$ cat config.mk
export PLATFORM = sky130hd
export DESIGN_NAME = bounded_integer_set_engine_unit
export DESIGN_NICKNAME = d
export VERILOG_FILES = /design/src/bise_pkg.sv /design/src/bise_cell.sv /design/src/bise_chain.sv /design/src/bounded_integer_set_engine_unit.sv
export SDC_FILE = /design/constraint.sdc
export NUM_CORES = 2
export LEC_CHECK = 0
export ABC_CLOCK_PERIOD_IN_PS = 12400
export BUFFER_PORTS_ARGS = -buffer_cell sky130_fd_sc_hd__buf_2
export CAP_MARGIN = 40
export CORE_UTILIZATION = 65
export CTS_CLUSTER_SIZE = 30
export DETAILED_ROUTE_END_ITERATION = 7
export GPL_TIMING_DRIVEN = 1
export PLACE_DENSITY = 0.82
export SYNTH_ARGS = -nofsm -noshare
export SYNTH_HDL_FRONTEND = slang
export SYNTH_SLANG_ARGS = --single-unit
$ cat constraint.sdc
create_clock -name clk -period 12.4 [get_ports clk]
set_clock_uncertainty 0.15 [all_clocks]
set_input_delay 0 -clock clk [delete_from_list [all_inputs] [get_ports clk]]
set_output_delay 0 -clock clk [all_outputs]
set_load 0.1 [all_outputs]
$ cat src/bise_pkg.sv
// shared types, command codes and sizes for the bounded integer set engine
`timescale 1ns / 1ps
package bise_pkg;

	// default number of cells in each set chain
	localparam int SET_DEPTH_DEF = 16;
	// longest result run, and a counter wide enough to hold it
	localparam int MAX_OUT = 32;
	localparam int EMIT_W = $clog2(MAX_OUT + 1);
	// capacity register width
	localparam int CAP_W = 5;
	localparam logic [CAP_W-1:0] CAP_RESET = 5'd16;

	// command codes
	localparam logic [3:0] CMD_ADD_A     = 4'd0;
	localparam logic [3:0] CMD_ADD_B     = 4'd1;
	localparam logic [3:0] CMD_CLEAR     = 4'd2;
	localparam logic [3:0] CMD_LIST_A    = 4'd3;
	localparam logic [3:0] CMD_LIST_B    = 4'd4;
	localparam logic [3:0] CMD_AND       = 4'd5;
	localparam logic [3:0] CMD_OR        = 4'd6;
	localparam logic [3:0] CMD_A_MINUS_B = 4'd7;
	localparam logic [3:0] CMD_B_MINUS_A = 4'd8;

	// request payload
	typedef struct packed {
		logic [3:0]         command;
		logic signed [31:0] value;
	} cmd_t;

	// result payload
	typedef struct packed {
		logic signed [31:0] member;
		logic               is_empty;
		logic               last;
	} res_t;

	// per-cell load selects, at most one set in a cycle
	typedef struct packed {
		logic take_new;
		logic take_prev;
		logic take_next;
		logic take_head;
	} cell_ctl_t;

	// chain operations from the sequencer
	typedef struct packed {
		logic clear;
		logic insert;
		logic rotate;
	} chain_ctl_t;

endpackage

$ cat src/bise_cell.sv
// one storage cell of a sorted set chain, with its compare against the new value
`timescale 1ns / 1ps
module bise_cell (
	input  logic                clk,
	input  bise_pkg::cell_ctl_t ctl,
	input  logic signed [31:0]  new_val,
	input  logic signed [31:0]  prev_val,
	input  logic signed [31:0]  next_val,
	input  logic signed [31:0]  head_val,
	output logic signed [31:0]  val,
	output logic                gt,
	output logic                eq
);
	import bise_pkg::*;

	logic signed [31:0] val_q;

	// load from new value, left neighbour, right neighbour or chain head
	always_ff @(posedge clk) begin
		if (ctl.take_new) begin
			val_q <= new_val;
		end else if (ctl.take_prev) begin
			val_q <= prev_val;
		end else if (ctl.take_next) begin
			val_q <= next_val;
		end else if (ctl.take_head) begin
			val_q <= head_val;
		end
	end

	// local compares used for ordered insert and duplicate check
	assign val = val_q;
	assign gt  = val_q > new_val;
	assign eq  = val_q == new_val;

endmodule

$ cat src/bise_chain.sv
// one set held as a row of cells kept in ascending signed order
`timescale 1ns / 1ps
module bise_chain #(
	parameter int SET_DEPTH = bise_pkg::SET_DEPTH_DEF
) (
	input  logic                             clk,
	input  logic                             arst_n,
	input  bise_pkg::chain_ctl_t             ctl,
	input  logic signed [31:0]               value,
	input  logic [bise_pkg::CAP_W-1:0]       cap,
	output logic signed [31:0]               head,
	output logic [$clog2(SET_DEPTH+1)-1:0]   count
);
	import bise_pkg::*;

	localparam int CW = $clog2(SET_DEPTH + 1);
	localparam int CMPW = (CW > CAP_W) ? CW : CAP_W;

	logic [CW-1:0]      count_q;
	logic signed [31:0] cell_val [SET_DEPTH];
	logic [SET_DEPTH-1:0] gt, eq, below, ins;
	cell_ctl_t          cctl [SET_DEPTH];
	logic               dup, room, do_ins;

	// occupancy and insert position per cell
	for (genvar i = 0; i < SET_DEPTH; i++) begin : g_pos
		assign below[i] = CW'(i) < count_q;
		assign ins[i]   = below[i] ? gt[i] : (CW'(i) == count_q);
	end

	// insert only when absent and below both the capacity limit and the chain depth
	assign dup    = |(eq & below);
	assign room   = (CMPW'(count_q) < CMPW'(cap)) && (count_q != CW'(SET_DEPTH));
	assign do_ins = ctl.insert && !dup && room;

	// the row of cells
	for (genvar i = 0; i < SET_DEPTH; i++) begin : g_cell
		logic signed [31:0] prev_v, next_v;
		if (i == 0) begin : g_first
			assign prev_v            = value;
			assign cctl[i].take_new  = do_ins && ins[i];
			assign cctl[i].take_prev = 1'b0;
		end else begin : g_rest
			assign prev_v            = cell_val[i-1];
			assign cctl[i].take_new  = do_ins && ins[i] && !ins[i-1];
			assign cctl[i].take_prev = do_ins && ins[i] && ins[i-1];
		end
		if (i == SET_DEPTH - 1) begin : g_tail
			assign next_v = cell_val[i];
		end else begin : g_mid
			assign next_v = cell_val[i+1];
		end
		assign cctl[i].take_next = ctl.rotate && (CW'(i + 1) < count_q);
		assign cctl[i].take_head = ctl.rotate && (CW'(i + 1) == count_q);

		bise_cell u_cell (
			.clk      (clk),
			.ctl      (cctl[i]),
			.new_val  (value),
			.prev_val (prev_v),
			.next_val (next_v),
			.head_val (cell_val[0]),
			.val      (cell_val[i]),
			.gt       (gt[i]),
			.eq       (eq[i])
		);
	end

	// member count
	always_ff @(posedge clk or negedge arst_n) begin
		if (!arst_n) begin
			count_q <= '0;
		end else if (ctl.clear) begin
			count_q <= '0;
		end else if (do_ins) begin
			count_q <= count_q + CW'(1);
		end
	end

	assign head  = cell_val[0];
	assign count = count_q;

endmodule

$ cat src/bounded_integer_set_engine_unit.sv
// top level: request decode, merge sequencer, result register and register port
`timescale 1ns / 1ps
// Bounded integer set engine.
// Requests arrive on cmd_valid/cmd_stall/cmd_data and are taken when valid is
// high and stall is low. Results leave on res_valid/res_stall/res_data.
// Each set is a chain of cells kept in ascending signed order. An add or a
// clear gives no result. A list or set operation walks both chains in a
// merge, consuming members by rotating the chain heads until both chains
// are used up, and then closes the run.
// The merge is the rate limit: one request is worked on at a time and
// cmd_stall stays high until its last result is in the output register.
// Output is held one item behind so the final item can carry last; an empty
// result gives one item with is_empty and last set.
// When res_stall holds an item in the output register the merge pauses with its state intact.
// Reset empties both sets, clears the output and sets both capacities to 16.
// Capacities are written at byte addresses 0 (set A) and 4 (set B).
module bounded_integer_set_engine_unit #(
	parameter int SET_DEPTH = bise_pkg::SET_DEPTH_DEF
) (
	input  logic                 clk,
	input  logic                 arst_n,
	input  logic                 cmd_valid,
	output logic                 cmd_stall,
	input  bise_pkg::cmd_t       cmd_data,
	output logic                 res_valid,
	input  logic                 res_stall,
	output bise_pkg::res_t       res_data,
	input  logic                 psel,
	input  logic                 penable,
	input  logic                 pwrite,
	input  logic [2:0]           paddr,
	input  logic [31:0]          pwdata,
	output logic [31:0]          prdata,
	output logic                 pready
);
	import bise_pkg::*;

	localparam int CW = $clog2(SET_DEPTH + 1);
	localparam logic REG_CAP_A = 1'b0;
	localparam logic REG_CAP_B = 1'b1;

	typedef enum logic [2:0] {
		ST_IDLE = 3'b001,
		ST_WALK = 3'b010,
		ST_DONE = 3'b100
	} state_t;

	// which merge outcomes belong to the result
	typedef struct packed {
		logic a_only;
		logic b_only;
		logic both;
	} rule_t;

	state_t             state_q;
	rule_t              rule_q, rule_d;
	logic [CAP_W-1:0]   cap_a_q, cap_b_q;
	logic [CW-1:0]      ia_q, ib_q, count_a, count_b;
	logic [EMIT_W-1:0]  n_emit_q;
	logic               pend_valid_q;
	logic signed [31:0] pend_q;
	logic               out_valid_q;
	res_t               out_q, push_data;
	logic signed [31:0] head_a, head_b;
	chain_ctl_t         ctl_a, ctl_b;
	logic               accept, is_walk_cmd, out_free;
	logic               a_ok, b_ok, a_lt, ab_eq, take_a, take_b, take_both;
	logic               step, emit, keep, push_mid, push_end;
	logic signed [31:0] emit_val;
	logic               cfg_wr;

	// register port
	assign pready = 1'b1;
	assign cfg_wr = psel && penable && pwrite;
	assign prdata = (paddr[2] == REG_CAP_B) ? {27'd0, cap_b_q} : {27'd0, cap_a_q};

	always_ff @(posedge clk or negedge arst_n) begin
		if (!arst_n) begin
			cap_a_q <= CAP_RESET;
			cap_b_q <= CAP_RESET;
		end else if (cfg_wr) begin
			if (paddr[2] == REG_CAP_A) begin
				cap_a_q <= pwdata[CAP_W-1:0];
			end else begin
				cap_b_q <= pwdata[CAP_W-1:0];
			end
		end
	end

	// request decode
	assign cmd_stall = (state_q != ST_IDLE);
	assign accept    = cmd_valid && !cmd_stall;
	assign out_free  = !out_valid_q || !res_stall;

	always_comb begin
		rule_d      = '0;
		is_walk_cmd = 1'b1;
		case (cmd_data.command)
			CMD_LIST_A:    rule_d = '{a_only: 1'b1, b_only: 1'b0, both: 1'b1};
			CMD_LIST_B:    rule_d = '{a_only: 1'b0, b_only: 1'b1, both: 1'b1};
			CMD_AND:       rule_d = '{a_only: 1'b0, b_only: 1'b0, both: 1'b1};
			CMD_OR:        rule_d = '{a_only: 1'b1, b_only: 1'b1, both: 1'b1};
			CMD_A_MINUS_B: rule_d = '{a_only: 1'b1, b_only: 1'b0, both: 1'b0};
			CMD_B_MINUS_A: rule_d = '{a_only: 1'b0, b_only: 1'b1, both: 1'b0};
			default:       is_walk_cmd = 1'b0;
		endcase
	end

	// merge step over the two chain heads
	assign a_ok      = ia_q < count_a;
	assign b_ok      = ib_q < count_b;
	assign a_lt      = head_a < head_b;
	assign ab_eq     = head_a == head_b;
	assign take_both = a_ok && b_ok && ab_eq;
	assign take_a    = a_ok && (!b_ok || a_lt);
	assign take_b    = b_ok && (!a_ok || (!a_lt && !ab_eq));
	assign step      = (state_q == ST_WALK) && out_free && (a_ok || b_ok);
	assign emit      = (take_a && rule_q.a_only) || (take_b && rule_q.b_only)
		|| (take_both && rule_q.both);
	assign keep      = emit && (n_emit_q < EMIT_W'(MAX_OUT));
	assign emit_val  = take_b ? head_b : head_a;
	assign push_mid  = step && keep && pend_valid_q;
	assign push_end  = (state_q == ST_DONE) && out_free;

	// chain controls
	assign ctl_a.clear  = accept && (cmd_data.command == CMD_CLEAR);
	assign ctl_a.insert = accept && (cmd_data.command == CMD_ADD_A);
	assign ctl_a.rotate = step && (take_a || take_both);
	assign ctl_b.clear  = accept && (cmd_data.command == CMD_CLEAR);
	assign ctl_b.insert = accept && (cmd_data.command == CMD_ADD_B);
	assign ctl_b.rotate = step && (take_b || take_both);

	bise_chain #(.SET_DEPTH(SET_DEPTH)) u_chain_a (
		.clk    (clk),
		.arst_n (arst_n),
		.ctl    (ctl_a),
		.value  (cmd_data.value),
		.cap    (cap_a_q),
		.head   (head_a),
		.count  (count_a)
	);

	bise_chain #(.SET_DEPTH(SET_DEPTH)) u_chain_b (
		.clk    (clk),
		.arst_n (arst_n),
		.ctl    (ctl_b),
		.value  (cmd_data.value),
		.cap    (cap_b_q),
		.head   (head_b),
		.count  (count_b)
	);

	// sequencer and held-back item
	always_ff @(posedge clk or negedge arst_n) begin
		if (!arst_n) begin
			state_q      <= ST_IDLE;
			rule_q       <= '0;
			ia_q         <= '0;
			ib_q         <= '0;
			n_emit_q     <= '0;
			pend_valid_q <= 1'b0;
		end else begin
			case (state_q)
				ST_IDLE: begin
					if (accept && is_walk_cmd) begin
						state_q      <= ST_WALK;
						rule_q       <= rule_d;
						ia_q         <= '0;
						ib_q         <= '0;
						n_emit_q     <= '0;
						pend_valid_q <= 1'b0;
					end
				end
				ST_WALK: begin
					if (!a_ok && !b_ok) begin
						state_q <= ST_DONE;
					end else if (step) begin
						if (ctl_a.rotate) begin
							ia_q <= ia_q + CW'(1);
						end
						if (ctl_b.rotate) begin
							ib_q <= ib_q + CW'(1);
						end
						if (keep) begin
							n_emit_q     <= n_emit_q + EMIT_W'(1);
							pend_valid_q <= 1'b1;
						end
					end
				end
				ST_DONE: begin
					if (out_free) begin
						state_q      <= ST_IDLE;
						pend_valid_q <= 1'b0;
					end
				end
				default: begin
					state_q <= ST_IDLE;
				end
			endcase
		end
	end

	always_ff @(posedge clk) begin
		if (step && keep) begin
			pend_q <= emit_val;
		end
	end

	// result register
	always_comb begin
		if (push_end && !pend_valid_q) begin
			push_data = '{member: 32'sd0, is_empty: 1'b1, last: 1'b1};
		end else begin
			push_data = '{member: pend_q, is_empty: 1'b0, last: push_end};
		end
	end

	always_ff @(posedge clk or negedge arst_n) begin
		if (!arst_n) begin
			out_valid_q <= 1'b0;
		end else if (push_mid || push_end) begin
			out_valid_q <= 1'b1;
		end else if (!res_stall) begin
			out_valid_q <= 1'b0;
		end
	end

	always_ff @(posedge clk) begin
		if (push_mid || push_end) begin
			out_q <= push_data;
		end
	end

	assign res_valid = out_valid_q;
	assign res_data  = out_q;

	// checks
	a_count_bound: assert property (@(posedge clk) disable iff (!arst_n)
		(count_a <= CW'(SET_DEPTH)) && (count_b <= CW'(SET_DEPTH)))
		else $error("set count above depth");

	a_sets_frozen: assert property (@(posedge clk) disable iff (!arst_n)
		(state_q != ST_IDLE) |-> ($stable(count_a) && $stable(count_b)))
		else $error("set changed during a result run");

	// merge positions only mean something while a run is in progress
	a_walk_bound: assert property (@(posedge clk) disable iff (!arst_n)
		(state_q != ST_IDLE) |->
		((ia_q <= count_a) && (ib_q <= count_b) && (n_emit_q <= EMIT_W'(MAX_OUT))))
		else $error("merge position out of range");

	a_empty_is_last: assert property (@(posedge clk) disable iff (!arst_n)
		(res_valid && res_data.is_empty) |-> res_data.last)
		else $error("empty item without last");

endmodule
## Word level (Yosys, flattened, before mapping)

Index checks and enable logic that the tools add are counted.

| storage, ports and cells | value |
|---|---|
| memory bits (read-only) | 0 |
| memories kept | 0 |
| bits in writable memories | 0 |
| register bits after elaboration | 1134 |
| latch bits | 0 |

| cells by class | value |
|---|---|
| shift-type cells | 0 |
| equality and inequality tests | 90 |
| multiplexer cells | 191 |
| reduce and logical (&&, ||, !) cells | 286 |
| $lt $le $gt $ge | 72 |
| divide/modulo/power cells | 0 |
| bitwise gates (word level) | 3 |
| multiply operators | 0 |
| add/sub/neg operators | 5 |

Operators with widths:

| operator | count |
|---|---|
| two-way mux 32 bit | 125 |
| == test 32 bit | 33 |
| greater-than comparator 32 bit | 32 |
| logical AND 1 bit | 185 |
| nonzero test 4 bit | 28 |
| == test 4 x 5 -> 1 bit, first input constant | 16 |
| < comparator 4 x 5 -> 1 bit, first input constant | 16 |
| two-way mux 5 bit | 12 |
| == test 3 x 5 -> 1 bit, first input constant | 8 |
| zero test 1 bit | 40 |
| < comparator 3 x 5 -> 1 bit, first input constant | 8 |
| two-way mux 1 bit | 40 |
| AND 16 bit | 2 |
| < comparator 32 bit | 1 |
| OR reduction 16 bit | 2 |
| two-way mux 6 bit | 4 |
| adder 5 x 1 -> 5 bit, second input constant | 4 |
| == test 2 x 5 -> 1 bit, first input constant | 4 |
| < comparator 1 x 5 -> 1 bit, first input constant | 4 |
| < comparator 2 x 5 -> 1 bit, first input constant | 4 |
| < comparator 5 bit | 4 |
| case mux 5 bit (2 select lines) | 2 |
| case mux 3 bit (6 select lines) | 1 |
| == test 4 x 3 -> 1 bit, second input constant | 4 |
| other kinds (31) | 68 |

## Depth between registers and ports, before layout

| logic depth | value |
|---|---|
| depth after elaboration | 13 |
| depth in mapped cells | 15 |
| gate-level depth less buffers | 12 |

## Hierarchy

A second synthesis with hierarchy kept.

| second synthesis, totals | value |
|---|---|
| cells, all modules | 11426 |
| area total of the unflattened synthesis | 97292.1 µm² |

Modules (own cells, without submodules):

| module | cells each | times used | area an instance (µm²) |
|---|---|---|---|
| bise_cell | 327 | 32 | 2762.6 |
| bounded_integer_set_engine_unit | 514 | 1 | 5909.4 |
| bise_chain | 224 | 2 | 1488.9 |

## Least setup slack after synthesis

No wires, ideal clock.

| path | value |
|---|---|
| path kind | reg2reg |
| start | register u_chain_b.g_cell[0].u_cell.val_q[31] |
| end | register out_q, in the netlist res_data[0], enable pin |
| required time | 11.778 ns |
| period minus slack after synthesis | 6.028 ns |
| cell stages (with the launch flop) | 13 |
| arrival | 5.406 ns |
| path slack | 6.372 ns |
| cells stage by stage | edfxtp_1 > clkbuf_1 > clkinv_1 > ha_1 > nand4_1 > nor4_1 > nand2_1 > nor3_1 > nor4_1 > or3b_2 > a21oi_1 > nor2_1 > o21ai_0 |

| on the way | value |
|---|---|
| longest elaborated chain between the ends | 12 |
| elaborated cells between the ends (all ways) | 19 |
| those cells by class | order compare: 1; eq/ne: 1; reduce/logical: 17 |

RTL lines:

| what | RTL line | text |
|---|---|---|
| start: declaration | bise_cell.sv:16 | `logic signed [31:0] val_q;` |
| start signal: assignment | bise_cell.sv:21 | `val_q <= new_val;` |
| start signal: assignment | bise_cell.sv:23 | `val_q <= prev_val;` |
| start signal: assignment | bise_cell.sv:25 | `val_q <= next_val;` |
| < comparator 32 bit / == test 32 bit (equally long branches) | bounded_integer_set_engine_unit.sv:112, bounded_integer_set_engine_unit.sv:113 |  |
| zero test 1 bit | bounded_integer_set_engine_unit.sv:116 | `assign take_b = b_ok && (!a_ok \|\| (!a_lt && !ab_eq));` |
| logical AND 1 bit | bounded_integer_set_engine_unit.sv:116 |  |
| logical OR 1 bit | bounded_integer_set_engine_unit.sv:116 |  |
| logical AND 1 bit | bounded_integer_set_engine_unit.sv:116 |  |
| logical AND 1 bit | bounded_integer_set_engine_unit.sv:118 | `assign emit = (take_a && rule_q.a_only) \|\| (take_b && rule_q.b_only)` |
| logical OR 1 bit | bounded_integer_set_engine_unit.sv:118 |  |
| logical OR 1 bit * | bounded_integer_set_engine_unit.sv:119 | `\|\| (take_both && rule_q.both);` |
| logical AND 1 bit * | bounded_integer_set_engine_unit.sv:120 | `assign keep = emit && (n_emit_q < EMIT_W'(MAX_OUT));` |
| logical AND 1 bit * (2 in series) | bounded_integer_set_engine_unit.sv:122 | `assign push_mid = step && keep && pend_valid_q;` |
| logical OR 1 bit * | bounded_integer_set_engine_unit.sv:229 | `if (push_mid \|\| push_end) begin` |
| end signal: assignment | bounded_integer_set_engine_unit.sv:230 | `out_q <= push_data;` |
| end: declaration | bounded_integer_set_engine_unit.sv:63 | `res_t out_q, push_data;` |

Mark *: on every way between the ends. The rest lies on a longest branch, timed or not.
A chain may end at the register's enable or synchronous reset.

## Worst setup path in the final report

| path | value |
|---|---|
| start | register u_chain_b.g_cell[0].u_cell.val_q[19] |
| end | register u_chain_b.g_cell[9].u_cell.val_q[27], data pin |

| on the way | value |
|---|---|
| longest elaborated chain between the ends | 11 |
| elaborated cells between the ends (all ways) | 23 |
| those cells by class | order compare: 1; eq/ne: 2; mux: 3; bitwise: 1; reduce/logical: 16 |

RTL lines:

| what | RTL line | text |
|---|---|---|
| < comparator 32 bit / == test 32 bit (equally long branches) | bounded_integer_set_engine_unit.sv:112, bounded_integer_set_engine_unit.sv:113 |  |
| zero test 1 bit | bounded_integer_set_engine_unit.sv:116 |  |
| logical AND 1 bit | bounded_integer_set_engine_unit.sv:116 |  |
| logical OR 1 bit | bounded_integer_set_engine_unit.sv:116 |  |
| logical AND 1 bit | bounded_integer_set_engine_unit.sv:116 |  |
| logical OR 1 bit | bounded_integer_set_engine_unit.sv:131 | `assign ctl_b.rotate = step && (take_b \|\| take_both);` |
| logical AND 1 bit | bounded_integer_set_engine_unit.sv:131 |  |
| logical AND 1 bit | bise_chain.sv:53 | `assign cctl[i].take_next = ctl.rotate && (CW'(i + 1) < count_q);` |
| two-way mux 32 bit | bise_cell.sv:24 | `end else if (ctl.take_next) begin` |
| two-way mux 32 bit | bise_cell.sv:22 | `end else if (ctl.take_prev) begin` |
| two-way mux 32 bit * | bise_cell.sv:20 | `if (ctl.take_new) begin` |
| end signal: assignment | bise_cell.sv:21 |  |
| end signal: assignment | bise_cell.sv:23 |  |
| end signal: assignment | bise_cell.sv:25 |  |
| end: declaration | bise_cell.sv:16 |  |

Marks and branches as above.

==> metrics <==
status completed; Gate Count Post-Synth 8,585; TritonCTS Buffers 138; clk_lat worst skew 0.84 ns; EDFF count, synth 1,090; drt drc 0; nets 9,798; Worst Path Required 12.82 ns; HP Class in2reg; vias in the first global route 80,200; # IOs 147; Setup WS pre-CTS 5.22 ns; top_reg_cell synth edfxtp_1; DP HPWL 274,000 microns; most common cell type on the critical path a21oi_1; R2R depth 13; top cells by area, synth edfxtp_1 (35%), mux2i_1 (23%), ha_1 (15%), a21oi_1 (5.3%), mux2_2 (2.5%); Worst VDD drop 0.000132 V; Congestion Overflow GR 0; Worst path depth 13; floorplan die height 379 microns; period utilization 0.624; global-route wire length before repair 559,000 microns; synth warn 0; CP Class reg2reg; clock network power share 0.338; gpl congestion 1.07; routed wire length per instance 36.8 microns; Async SR Flop Fraction 0.0388; Worst R2R Start u_chain_b.g_cell[0].u_cell.val[19]; Post-Syn Area 92,500 sq um; largest net degree at the start of global routing 68; switching part of the total 0.355; Final ANT Viol Nets 0; Arrival @ worst endpoint 8.15 ns; Max Slew Vio Count 0; leakage power 44.1 nW; cell family with most CP delay buffers and inverters; Max H-tree Level 4; total negative slack 0 ns; Site Rows 138; vias per inst 7.67; pwr dens 122 nW/um^2; clock root cell clkbuf_16; CTS Buffer Depth 3; Storage cell area 33,800 sq um; top cell type's share of synthesized area 0.354; die width 379 microns; max-capacitance violation count 0; CTS Sinks 1,134; Resized Gates After CTS 0; crit path cell chain clkinv_1 -> ha_1 -> a21oi_1 -> o21ai_0 -> a211oi_1 -> nand3_1 -> nor4_1 -> o31a_2 -> buf_4 -> buf_4 -> a21oi_1 -> a21oi_1 -> mux2i_1; CTS tree built; Critical Path Slowest Stage Cell clkinv_1; post-layout instance area 102,000 sq um; final worst slack 4.67 ns; worst slew pin tran 1.07 ns; P_int 8.02 mW; Worst Hold Launch psel; Hold Path Stages 4; final setup fails 0; RSZ-0062 raised after global routing false; cell area after placement 96,500 sq um; CP max FO 67; Critical Path Source u_chain_b.g_cell[0].u_cell.val[19]; Routed WL 393,000 microns; Psw 4.41 mW; total core area 141,000 sq um; Distinct cells, synth 88; die area 144,000 sq um; Initial Util 0.654; area leader, netlist edfxtp_1; Buf/Inv on CP 3; First-pass DRT Iterations 8; clk slew on worst S/H paths 0.06 ns; Final Hold Vio Count 0; area of the multi-input gates 56,200 sq um; Buffers on Ports 89; combinational power share 0.307; crit path time final 7.73 ns; worst rel slew slack 0.287; Seq pwr share 0.354; gr usage total 0.542; Seq/Total Area, Yosys 0.366; Area growth, synth to finish 10.0%; Peak Freq 129 MHz; starting DRC count in detailed routing 11,100; Fillers 10,000; Critical Path Sink Type flip-flop; register bit total from synthesis 1,134; Worst setup SP type flip-flop; initial antenna violation count 28; CP max stage delay 0.97 ns; via count 81,800; layout cells sized above 1 0.117; synthesized area per cell 10.8 sq um
layer usage:
layer  track usage  part of all wire  wire length [microns]  up-vias
li1              -                 -                      -    33400
met2         0.782              0.42                 164000     7016
met3         0.207              0.13                  53000     2170
met4         0.523              0.12                  45200       22
met5             0           0.00036                    142        -
met1         0.608              0.33                 130000    39200
placed cells by master, fill, tap and decap left out, types with 33 or more instances in the layout:
| cell | Yosys | final |
|---|---|---|
| nand2_1 | 285 | 277 |
| inv_2 | 2 | 33 |
| ha_1 | 1081 | 1081 |
| buf_2 | 103 | 103 |
| dlygate4sd3_1 | 0 | 62 |
| mux2i_1 | 2154 | 2154 |
| o21ai_0 | 243 | 234 |
| nor4_1 | 51 | 45 |
| a31oi_1 | 51 | 49 |
| buf_4 | 38 | 281 |
| nand4_1 | 245 | 245 |
| nor3_1 | 89 | 89 |
| a21oi_1 | 970 | 969 |
| mux2_2 | 204 | 204 |
| and3_1 | 60 | 59 |
| a211oi_1 | 84 | 84 |
| clkinv_1 | 33 | 58 |
| nor2b_1 | 86 | 83 |
| a21o_1 | 177 | 170 |
| nor2_1 | 302 | 283 |
| clkbuf_16 | 0 | 142 |
| inv_1 | 132 | 100 |
| nand3_1 | 169 | 165 |
| edfxtp_1 | 1090 | 1090 |
| o211ai_1 | 39 | 39 |
| dfrtp_1 | 41 | 40 |
synthesized netlist by cell type (all sizes together), types with 18 or more instances:
| library cell | n |
|---|---|
| mux2 | 204 |
| and3 | 60 |
| a2111oi | 21 |
| nor2 | 305 |
| a211oi | 84 |
| inv | 134 |
| nand3 | 169 |
| and4 | 18 |
| mux2i | 2154 |
| nor4 | 52 |
| nand4 | 245 |
| nor3 | 95 |
| clkinv | 33 |
| edfxtp | 1090 |
| dfrtp | 41 |
| a21oi | 972 |
| a31oi | 51 |
| o31ai | 23 |
| o211ai | 39 |
| nor2b | 86 |
| nand2 | 294 |
| and2 | 18 |
| clkbuf | 422 |
| ha | 1081 |
| a21o | 177 |
| buf | 180 |
| nand2b | 23 |
| o21a | 30 |
| o21ai | 251 |
tightest hold or removal path: stages:
cell and delay, ns:
buf_2 0.11, nand4b_1 0.20, mux2_2 0.18, dlygate4sd3_1 0.54
metrics by stage:
step | instances | utilization | power (mW) | hold slack (ns)
after floorplan | 8611 | - | 6.93 | -0.446
final | 10700 | 0.719 | 12.4 | 0.0912
after global placement | 10300 | 0.675 | 7.95 | -0.00276
after CTS | 10600 | 0.718 | 12.2 | 0.0572
after detailed placement | 10300 | 0.682 | 8.08 | 0.0101
after global routing | 10600 | 0.719 | 12.7 | 0.0804
layout make-up:
cell class,count,share of cell area
flip-flops and latches,1134,0.333
multi-input cells,6708,0.552
diodes,21,0.000516
repair buffers,490,0.0409
clock buffers,176,0.0366
clock inverters,78,0.00777
well taps,1890,0.0232
inverters,167,0.00616
registers in the layout, indices dropped and copies added (netlist names):
signal	cells
cap_a_q	5
cap_b_q	5
ia_q	5
ib_q	5
n_emit_q	6
pend_q	32
pend_valid_q	1
res_data	34
res_valid	1
rule_q	3
state_q	3
u_chain_a.count	5
u_chain_a.g_cell.u_cell.val	512
u_chain_b.count	5
u_chain_b.g_cell.u_cell.val	512
worst paths after layout:
kind,end,slack [ns]
max in group asynchronous,u_chain_b.count[4],11.25
min reg2reg,res_data[26],0.39
max,u_chain_b.g_cell[9].u_cell.val[27],4.67
min,cap_a_q[1],0.09
min in group asynchronous,pend_valid_q,0.28
max reg2reg,u_chain_b.g_cell[9].u_cell.val[27],4.67
power by group through the flow:
stage               Combinational (mW)  Sequential [mW]  Clock [mW]
floorplan                         2.51             4.41           0
global placement                  3.47             4.47           0
detailed placement                3.61             4.47           0
CTS                               3.65             4.39        4.16
global route                      3.96             4.40        4.32
finish                            3.82             4.41        4.21
what timing repair did:
item,in CTS,in global routing
hold buffers,62,0
setup buffers,0,0
hold endpoints to repair,835,0
logic make-up after synthesis:
family                     after synthesis  synth area share
AOI/OAI and AO/OA                     1785             0.113
xor gates and xnor gates                16           0.00152
adders and majority gates             1081             0.146
buffers and inverters                  769            0.0347
DFF                                   1134             0.366
muxes                                 2358             0.258
other                                    2         0.0000812
and+or+nand+nor                       1440            0.0801
(Power assumes the default switching activity.)
